===== src/hw/rtl/bcte_pkg.sv =====
`timescale 1ns / 1ps
// ----------------------------------------------------------------------------
// bcte_pkg
// Shared types, constants and calendar helpers of the BCD calendar converter.
// ----------------------------------------------------------------------------
package bcte_pkg;

  localparam int unsigned TS_W  = 32;
  localparam int unsigned DAY_W = 16;

  // register index, byte address is 4 * index
  localparam logic        REG_TICK_PERIOD = 1'b0;

  localparam logic [7:0]  EPOCH_YEAR_OFS = 8'd25;   // 2025 minus 2000
  localparam logic [7:0]  CENTURY_OFS    = 8'd100;  // 2100, not a leap year
  localparam logic [31:0] SEC_PER_DAY    = 32'd86400;
  localparam logic [31:0] MS_PER_SEC     = 32'd1000;
  localparam logic [31:0] DAYS_PER_YEAR  = 32'd365;

  typedef struct packed {
    logic load;
    logic year_step;
    logic add_md;
    logic mul_day;
    logic add_sod;
    logic mul_ms;
    logic emit;
  } bcte_cmd_t;

  typedef struct packed {
    logic year_done;
  } bcte_sts_t;

  // year given as offset from 2000, valid for 2000 to 2199
  function automatic logic leap_ofs(input logic [7:0] y);
    return (y[1:0] == 2'b00) && (y != CENTURY_OFS);
  endfunction

  // cumulative days before the start of a month (index 0 is january)
  function automatic logic [8:0] month_start(input logic leap, input logic [3:0] idx);
    logic [8:0] base;
    base = 9'd0;
    case (idx)
      4'd0:    base = 9'd0;
      4'd1:    base = 9'd31;
      4'd2:    base = 9'd59;
      4'd3:    base = 9'd90;
      4'd4:    base = 9'd120;
      4'd5:    base = 9'd151;
      4'd6:    base = 9'd181;
      4'd7:    base = 9'd212;
      4'd8:    base = 9'd243;
      4'd9:    base = 9'd273;
      4'd10:   base = 9'd304;
      4'd11:   base = 9'd334;
      default: base = 9'd0;
    endcase
    if (leap && (idx >= 4'd2)) begin
      base = base + 9'd1;
    end
    return base;
  endfunction

  // two bcd nibbles taken arithmetically
  function automatic logic [7:0] bcd_val(input logic [3:0] hi, input logic [3:0] lo);
    logic [7:0] tens;
    tens = {4'd0, hi} * 8'd10;
    return tens + {4'd0, lo};
  endfunction

endpackage


===== src/hw/rtl/bcte_in_if.sv =====
`timescale 1ns / 1ps
// ----------------------------------------------------------------------------
// bcte_in_if
// Input channel: bcd time word, bcd date word and signed tick count.
// ----------------------------------------------------------------------------
interface bcte_in_if;
  logic               valid;
  logic               ready;
  logic [21:0]        time_word;
  logic [23:0]        date_word;
  logic signed [31:0] elapsed_ticks;

  modport source (output valid, time_word, date_word, elapsed_ticks, input ready);
  modport sink   (input valid, time_word, date_word, elapsed_ticks, output ready);
endinterface


===== src/hw/rtl/bcte_out_if.sv =====
`timescale 1ns / 1ps
// ----------------------------------------------------------------------------
// bcte_out_if
// Result channel: millisecond timestamp, day count and month error flag.
// ----------------------------------------------------------------------------
interface bcte_out_if;
  logic        valid;
  logic        ready;
  logic [31:0] timestamp_ms;
  logic [15:0] day_count;
  logic        bad_month;

  modport source (output valid, timestamp_ms, day_count, bad_month, input ready);
  modport sink   (input valid, timestamp_ms, day_count, bad_month, output ready);
endinterface


===== src/hw/rtl/bcte_dp.sv =====
`timescale 1ns / 1ps
// ----------------------------------------------------------------------------
// bcte_dp
// Datapath: bcd decode, year accumulation, month/day offset, multiplies and
// the output word register.
// ----------------------------------------------------------------------------
module bcte_dp
  import bcte_pkg::*;
(
  input  logic              clk,
  input  bcte_cmd_t         cmd,
  output bcte_sts_t         sts,
  input  logic [21:0]       time_word,
  input  logic [23:0]       date_word,
  input  logic [31:0]       elapsed_ticks,
  input  logic [9:0]        tick_period_ms,
  output logic [TS_W-1:0]   timestamp_ms,
  output logic [DAY_W-1:0]  day_count,
  output logic              bad_month
);

  logic [7:0]  yo_r,    yo_nxt;
  logic [7:0]  y_r,     y_nxt;
  logic [4:0]  month_r, month_nxt;
  logic [5:0]  day_r,   day_nxt;
  logic [17:0] sod_r,   sod_nxt;
  logic [31:0] tk_r,    tk_nxt;
  logic [9:0]  per_r,   per_nxt;
  logic [31:0] days_r,  days_nxt;
  logic [31:0] prod_r,  prod_nxt;
  logic [31:0] delta_r, delta_nxt;
  logic        bad_r,   bad_nxt;
  logic [31:0] ts_r,    ts_nxt;
  logic [15:0] dc_r,    dc_nxt;
  logic        ob_r,    ob_nxt;

  logic [7:0]  hr_v, mn_v, sc_v;
  logic [17:0] sod_calc;
  logic        month_bad;
  logic [3:0]  month_idx;
  logic [8:0]  month_ofs;
  logic        tk_pos;

  always_comb begin
    hr_v     = bcd_val({2'b00, time_word[21:20]}, time_word[19:16]);
    mn_v     = bcd_val({1'b0, time_word[14:12]}, time_word[11:8]);
    sc_v     = bcd_val({1'b0, time_word[6:4]}, time_word[3:0]);
    sod_calc = {10'd0, hr_v} * 18'd3600 + {10'd0, mn_v} * 18'd60 + {10'd0, sc_v};
  end

  assign month_bad = (month_r < 5'd1) || (month_r > 5'd12);
  assign month_idx = 4'(month_r - 5'd1);
  assign month_ofs = month_bad ? 9'd0 : month_start(leap_ofs(yo_r), month_idx);
  assign tk_pos    = !tk_r[31] && (tk_r != 32'd0);

  assign sts.year_done = (y_r >= yo_r);

  always_comb begin
    yo_nxt    = yo_r;
    y_nxt     = y_r;
    month_nxt = month_r;
    day_nxt   = day_r;
    sod_nxt   = sod_r;
    tk_nxt    = tk_r;
    per_nxt   = per_r;
    days_nxt  = days_r;
    prod_nxt  = prod_r;
    delta_nxt = delta_r;
    bad_nxt   = bad_r;
    ts_nxt    = ts_r;
    dc_nxt    = dc_r;
    ob_nxt    = ob_r;
    if (cmd.load) begin
      yo_nxt    = bcd_val(date_word[23:20], date_word[19:16]);
      month_nxt = 5'(bcd_val({3'b000, date_word[12]}, date_word[11:8]));
      day_nxt   = 6'(bcd_val({2'b00, date_word[5:4]}, date_word[3:0]));
      sod_nxt   = sod_calc;
      tk_nxt    = elapsed_ticks;
      per_nxt   = tick_period_ms;
      y_nxt     = EPOCH_YEAR_OFS;
      days_nxt  = 32'd0;
    end
    if (cmd.year_step) begin
      days_nxt = days_r + DAYS_PER_YEAR + {31'd0, leap_ofs(y_r)};
      y_nxt    = y_r + 8'd1;
    end
    if (cmd.add_md) begin
      days_nxt = days_r + {23'd0, month_ofs} + {26'd0, day_r} - 32'd1;
      bad_nxt  = month_bad;
    end
    if (cmd.mul_day) begin
      prod_nxt  = days_r * SEC_PER_DAY;
      delta_nxt = tk_pos ? (tk_r * {22'd0, per_r}) : 32'd0;
    end
    if (cmd.add_sod) begin
      prod_nxt = prod_r + {14'd0, sod_r};
    end
    if (cmd.mul_ms) begin
      prod_nxt = prod_r * MS_PER_SEC;
    end
    if (cmd.emit) begin
      ts_nxt = prod_r + delta_r;
      dc_nxt = days_r[15:0];
      ob_nxt = bad_r;
    end
  end

  always_ff @(posedge clk) begin
    yo_r    <= yo_nxt;
    y_r     <= y_nxt;
    month_r <= month_nxt;
    day_r   <= day_nxt;
    sod_r   <= sod_nxt;
    tk_r    <= tk_nxt;
    per_r   <= per_nxt;
    days_r  <= days_nxt;
    prod_r  <= prod_nxt;
    delta_r <= delta_nxt;
    bad_r   <= bad_nxt;
    ts_r    <= ts_nxt;
    dc_r    <= dc_nxt;
    ob_r    <= ob_nxt;
  end

  assign timestamp_ms = ts_r;
  assign day_count    = dc_r;
  assign bad_month    = ob_r;

endmodule


===== src/hw/rtl/bcte_ctrl.sv =====
`timescale 1ns / 1ps
// ----------------------------------------------------------------------------
// bcte_ctrl
// Sequencer: accepts a word, steps the year loop, orders the arithmetic and
// owns the result valid flag.
// ----------------------------------------------------------------------------
module bcte_ctrl
  import bcte_pkg::*;
(
  input  logic      clk,
  input  logic      rst_n,
  input  logic      in_valid,
  output logic      in_ready,
  output logic      out_valid,
  input  logic      out_ready,
  input  bcte_sts_t sts,
  output bcte_cmd_t cmd
);

  typedef enum logic [2:0] {
    S_IDLE,
    S_YEAR,
    S_MD,
    S_MULD,
    S_SOD,
    S_MULMS,
    S_FIN
  } state_t;

  state_t state_r, state_nxt;
  logic   out_valid_r, out_valid_nxt;
  logic   slot_free;

  assign in_ready  = (state_r == S_IDLE);
  assign out_valid = out_valid_r;
  assign slot_free = !out_valid_r || out_ready;

  always_comb begin
    cmd           = '0;
    state_nxt     = state_r;
    out_valid_nxt = out_valid_r && !out_ready;
    unique case (state_r)
      S_IDLE: begin
        if (in_valid) begin
          cmd.load  = 1'b1;
          state_nxt = S_YEAR;
        end
      end
      S_YEAR: begin
        if (sts.year_done) begin
          state_nxt = S_MD;
        end else begin
          cmd.year_step = 1'b1;
        end
      end
      S_MD: begin
        cmd.add_md = 1'b1;
        state_nxt  = S_MULD;
      end
      S_MULD: begin
        cmd.mul_day = 1'b1;
        state_nxt   = S_SOD;
      end
      S_SOD: begin
        cmd.add_sod = 1'b1;
        state_nxt   = S_MULMS;
      end
      S_MULMS: begin
        cmd.mul_ms = 1'b1;
        state_nxt  = S_FIN;
      end
      S_FIN: begin
        if (slot_free) begin
          cmd.emit      = 1'b1;
          out_valid_nxt = 1'b1;
          state_nxt     = S_IDLE;
        end
      end
      default: begin
        state_nxt = S_IDLE;
      end
    endcase
  end

  always_ff @(posedge clk) begin
    if (!rst_n) begin
      state_r     <= S_IDLE;
      out_valid_r <= 1'b0;
    end else begin
      state_r     <= state_nxt;
      out_valid_r <= out_valid_nxt;
    end
  end

  a_accept_starts: assert property (@(posedge clk) disable iff (!rst_n)
    (in_valid && in_ready) |=> (state_r == S_YEAR))
    else $error("accepted word did not start the year loop");

  a_emit_slot_free: assert property (@(posedge clk) disable iff (!rst_n)
    cmd.emit |-> slot_free)
    else $error("result word overwritten while pending");

  a_emit_valid: assert property (@(posedge clk) disable iff (!rst_n)
    cmd.emit |=> out_valid_r)
    else $error("emitted word not presented");

  a_year_loop: assert property (@(posedge clk) disable iff (!rst_n)
    (state_r == S_YEAR && !sts.year_done) |=> (state_r == S_YEAR))
    else $error("year loop left early");

endmodule


===== src/hw/rtl/bcd_calendar_to_epoch_ms.sv =====
`timescale 1ns / 1ps
// ----------------------------------------------------------------------------
// bcd_calendar_to_epoch_ms
// BCD date and time to milliseconds since 2025-01-01 plus scaled tick offset.
// ----------------------------------------------------------------------------
// the day accumulation loop adds one year per cycle over N = max(0, year - 2025)
//   years, then month/day offset, day multiply, seconds add and ms multiply
//   follow in order before the result is registered; the next word is accepted
//   once the result is registered, even while that result still waits on the output
// reset: synchronous active low, clears sequencer and valid, period reads 1
// ----------------------------------------------------------------------------
module bcd_calendar_to_epoch_ms
  import bcte_pkg::*;
(
  input  logic          clk,
  input  logic          rst_n,
  bcte_in_if.sink       in_ch,
  bcte_out_if.source    out_ch,
  input  logic          psel,
  input  logic          penable,
  input  logic          pwrite,
  input  logic [2:0]    paddr,
  input  logic [31:0]   pwdata,
  output logic [31:0]   prdata,
  output logic          pready
);

  logic [9:0] period_r, period_nxt;
  logic       cfg_wr;
  logic       in_ready;
  logic       out_valid;
  bcte_cmd_t  cmd;
  bcte_sts_t  sts;

  assign pready = 1'b1;
  assign cfg_wr = psel && penable && pwrite && pready && (paddr[2] == REG_TICK_PERIOD);

  always_comb begin
    period_nxt = period_r;
    if (cfg_wr) begin
      period_nxt = pwdata[9:0];
    end
  end

  always_ff @(posedge clk) begin
    if (!rst_n) begin
      period_r <= 10'd1;
    end else begin
      period_r <= period_nxt;
    end
  end

  assign prdata = (paddr[2] == REG_TICK_PERIOD) ? {22'd0, period_r} : 32'd0;

  bcte_ctrl u_ctrl (
    .clk       (clk),
    .rst_n     (rst_n),
    .in_valid  (in_ch.valid),
    .in_ready  (in_ready),
    .out_valid (out_valid),
    .out_ready (out_ch.ready),
    .sts       (sts),
    .cmd       (cmd)
  );

  bcte_dp u_dp (
    .clk            (clk),
    .cmd            (cmd),
    .sts            (sts),
    .time_word      (in_ch.time_word),
    .date_word      (in_ch.date_word),
    .elapsed_ticks  (in_ch.elapsed_ticks),
    .tick_period_ms (period_r),
    .timestamp_ms   (out_ch.timestamp_ms),
    .day_count      (out_ch.day_count),
    .bad_month      (out_ch.bad_month)
  );

  assign in_ch.ready  = in_ready;
  assign out_ch.valid = out_valid;

endmodule


===== src/flat_wrapper.sv =====
// flat-port wrapper written by rule: the top's interface ports become plain ports
module bcd_calendar_to_epoch_ms_flat import bcte_pkg::*;
  (clk, rst_n, psel, penable, pwrite, paddr, pwdata, prdata, pready, in_ch_valid, in_ch_time_word, in_ch_date_word, in_ch_elapsed_ticks, in_ch_ready, out_ch_valid, out_ch_timestamp_ms, out_ch_day_count, out_ch_bad_month, out_ch_ready);
  bcte_in_if in_ch_i ();
  bcte_out_if out_ch_i ();
  input  logic clk;
  input  logic rst_n;
  input  logic psel;
  input  logic penable;
  input  logic pwrite;
  input  logic [2:0] paddr;
  input  logic [31:0] pwdata;
  output logic [31:0] prdata;
  output logic pready;
  input wire logic [$bits(in_ch_i.valid)-1:0] in_ch_valid;
  input wire logic [$bits(in_ch_i.time_word)-1:0] in_ch_time_word;
  input wire logic [$bits(in_ch_i.date_word)-1:0] in_ch_date_word;
  input wire logic [$bits(in_ch_i.elapsed_ticks)-1:0] in_ch_elapsed_ticks;
  output wire logic [$bits(in_ch_i.ready)-1:0] in_ch_ready;
  output wire logic [$bits(out_ch_i.valid)-1:0] out_ch_valid;
  output wire logic [$bits(out_ch_i.timestamp_ms)-1:0] out_ch_timestamp_ms;
  output wire logic [$bits(out_ch_i.day_count)-1:0] out_ch_day_count;
  output wire logic [$bits(out_ch_i.bad_month)-1:0] out_ch_bad_month;
  input wire logic [$bits(out_ch_i.ready)-1:0] out_ch_ready;
  assign in_ch_i.valid = in_ch_valid;
  assign in_ch_i.time_word = in_ch_time_word;
  assign in_ch_i.date_word = in_ch_date_word;
  assign in_ch_i.elapsed_ticks = in_ch_elapsed_ticks;
  assign in_ch_ready = in_ch_i.ready;
  assign out_ch_valid = out_ch_i.valid;
  assign out_ch_timestamp_ms = out_ch_i.timestamp_ms;
  assign out_ch_day_count = out_ch_i.day_count;
  assign out_ch_bad_month = out_ch_i.bad_month;
  assign out_ch_i.ready = out_ch_ready;
  bcd_calendar_to_epoch_ms u_core (.clk(clk), .rst_n(rst_n), .in_ch(in_ch_i), .out_ch(out_ch_i), .psel(psel), .penable(penable), .pwrite(pwrite), .paddr(paddr), .pwdata(pwdata), .prdata(prdata), .pready(pready));
endmodule

===== config.mk =====
export PLATFORM = sky130hd
export DESIGN_NAME = bcd_calendar_to_epoch_ms_flat
export DESIGN_NICKNAME = d
export VERILOG_FILES = /design/src/hw/rtl/bcte_pkg.sv /design/src/hw/rtl/bcte_in_if.sv /design/src/hw/rtl/bcte_out_if.sv /design/src/hw/rtl/bcte_dp.sv /design/src/hw/rtl/bcte_ctrl.sv /design/src/hw/rtl/bcd_calendar_to_epoch_ms.sv /design/src/flat_wrapper.sv
export SDC_FILE = /design/constraint.sdc
export NUM_CORES = 2
export LEC_CHECK = 0
export ABC_AREA = 1
export BUFFER_PORTS_ARGS = -buffer_cell sky130_fd_sc_hd__buf_4
export CAP_MARGIN = 5
export CORE_ASPECT_RATIO = 1.1
export CORE_MARGIN = 3
export CORE_UTILIZATION = 40
export DETAILED_ROUTE_END_ITERATION = 6
export PLACE_DENSITY = 0.61
export SYNTH_ARGS = -nofsm -noshare
export SYNTH_HDL_FRONTEND = slang
export SYNTH_HIERARCHICAL = 1
export SYNTH_SLANG_ARGS = --single-unit

===== constraint.sdc =====
create_clock -name clk -period 6.9 [get_ports clk]
set_input_delay 0.69 -clock clk [delete_from_list [all_inputs] [get_ports clk]]
set_output_delay 0.69 -clock clk [all_outputs]
set_load 0.02 [all_outputs]

==> qor.csv <==
metric,value,unit
Ports,204,
main combinational cell family by area after synthesis,adder cells,
asr flop ratio synth,0,%
area growth from synthesis to layout,9.85,%
Post-synth top flop,edfxtp_1,
Mean Syn Cell Area,7.70,um^2
Root Driver,clkbuf_16,
drc violations,0,
DIE AREA,0.0917,mm^2
Core ar.,0.0868,mm^2
Tightest Pin Transition,1.10,ns
skew final,0.0605,ns
Starting Density,40.6,%
Worst Hold Launch,in_ch_date_word[16],
Routed WL,94.2,mm
Hold WC Path Type,in2reg,
Worst path max stage delay,0.85,ns
Placed Cells,5821,
Max-Cap Viols,0,
compound-gate portion of the synthesized area,7.74,%
cts bufs inserted,30,
wl on met1,41.3,mm
Clock Tree Buf Depth,3,
final global-route overflow total,0,
Cell Rows,113,
Worst EP arrival,6.12,ns
share of cells above drive strength 1,6.24,%
"Hold Vio Cnt, Final",0,
CP Class,reg2reg,
post-synthesis xor/xnor area fraction,3.25,%
Final min period,5.78,ns
Placer Congestion,0.944,
CP endpoint kind,register,
n_diodes,0,
WP buf/inv,7,
clk sinks,240,
GRT Overall Usage,20.9,%
origin of the critical flop-to-flop path,u_core/u_dp/per_r[1],
wire length on met3,4.50,mm
Syn Std Cell Area,0.0352,mm^2
hold_ws,0.230,ns
postcts setup bufs,0,
"Largest delay share family, worst path",adder cells,
CTS tree,yes,
first-pass GRT wire length,154,mm
routed wl met2,46.0,mm
final setup TNS,0,ns
"most common cell after layout, fill and taps aside",nand2_1,
Post-Layout Cell Count,5876,
max-slew violations,0,
Slowest cell on crit path,edfxtp_1,
initial antenna violation count,0,
Synth Instances,4576,
Die Y,317,um
RSZ-0062 raised after global routing,no,
register area share after synthesis,20.0,%
Worst setup SP type,register,
worst path cell trace,"buf_4, nand2_1, fa_1, inv_1, fa_1, inv_1, fa_1, inv_1, fa_1, inv_1, fa_1, inv_1, ha_1, nand2_1, inv_1, a21oi_1, nor2_1, nor2_1, nand2_1, a21oi_1, nand2_1, nand2_1, nor2_1",
status,finished clean,
hold buffer count at CTS,0,
Synth Register Bits,240,
initial detailed-routing violation count,1967,
clock-pin slew on the worst setup and hold paths,0.06,ns
cts repair resizes,0,
highest routed metal layer,met4,
DR pass1 iterations,6,
simple-gate share of the synthesized area,22.1,%
Final setup viols,0,
CP Max Fanout,17,
vias in the first global route,29159,
antenna-violating nets left,0,
Synth Area in Adders,34.8,%
die width,289,um
Worst slew margin,26.2,%
Tcrit/Tclk final,83.7,%
clk_lat worst skew,0.64,ns
hpwl dp,78.2,mm
Avg WL per Cell,16.0,um
vias,29363,
crit path from,u_core/u_dp/per_r[1],
Nets,5583,
YS warnings,6,
H-Tree Depth,1,
multiplexer area fraction after synthesis,0,%
Vias per Instance,5.00,
number of flops mapped to enable cells by yosys,223,
largest net degree at the start of global routing,61,
Buffers on Ports,149,
most frequent cells in the layout,"nand2_1, inv_1, ha_1, fa_1, nor2_1",
Peak Freq,173,MHz
synth unique cells,66,
worst path required time,7.24,ns
cell mode on critical path,inv_1,
[layer usage]
metal | up-vias | track usage [%]
met5 | - | 0
met4 | 0 | 5.11
met3 | 135 | 2.04
met2 | 781 | 36.9
met1 | 13892 | 27.5
li1 | 14555 | -
[synth_stat cells (23+ instances only)]
master,instances,area [um^2]
xnor2_1,44,385
edfxtp_1,223,6700
buf_4,23,173
clkbuf_1,58,218
nand4_1,60,375
inv_1,1000,3750
fa_1,368,7370
nand2_1,1107,4160
nand3_1,243,1220
nor2_1,333,1250
a21oi_1,234,1170
xor2_1,85,744
ha_1,392,4900
o21ai_0,150,751
[area by class of cell]
type,instances,area [um^2]
Fill cell,8806,48100
Multi-Input combinational cell,3250,24000
Sequential cell,240,7040
Inverter,1008,3780
Tap cell,1150,1440
Timing Repair Buffer,173,1300
Clock buffer,33,762
Clock inverter,22,352
[state kept, by name, indices dropped and copies added (netlist names), 3 cells and up]
register	flops
u_core/period_r	10
u_core/u_dp/per_r	10
u_core/u_dp/yo_r	8
u_core/u_dp/tk_r	32
u_core/u_dp/sod_r	18
u_core/u_dp/delta_r	32
u_core/u_dp/month_r	5
u_core/u_dp/day_count	16
u_core/u_dp/days_r	25
u_core/u_dp/y_r	8
u_core/u_dp/prod_r	32
u_core/u_ctrl/state_r	3
u_core/u_dp/day_r	6
u_core/u_dp/timestamp_ms	32
[final timing paths]
| check | to | slack [ns] | cells past startpoint |
|---|---|---|---|
| max | u_core/u_dp/delta_r[27] | 1.12 | 23 |
| max reg2reg | u_core/u_dp/delta_r[27] | 1.12 | 23 |
| min reg2reg | u_core/u_dp/bad_month | 0.42 | 0 |
| min | u_core/u_dp/yo_r[0] | 0.23 | 1 |
[through the flow]
stage / setup WS [ns] / cell area (um^2) / utilization (%)
after floorplan: 1.40 / 35300 / -
after global placement: 0.852 / 37600 / 43.3
after detailed placement: 0.822 / 37600 / 43.3
after CTS: 1.14 / 38700 / 44.6
after global routing: 0.764 / 38700 / 44.6
final: 1.12 / 38700 / 44.6
[cells by family (layout without fill, tap and decap cells)]
| family | Yosys count | in the layout |
|---|---|---|
| and+or+nand+nor | 1846 | 1846 |
| buffers and inverters | 1107 | 1236 |
| adders and majority gates | 760 | 760 |
| AOI/OAI and AO/OA | 491 | 491 |
| DFF | 240 | 240 |
| xor gates and xnor gates | 130 | 130 |
| other | 2 | 23 |
Power is left out: the tool's default activity adds up to more than one toggle a clock period on the data nets, which glitch-free logic cannot reach.
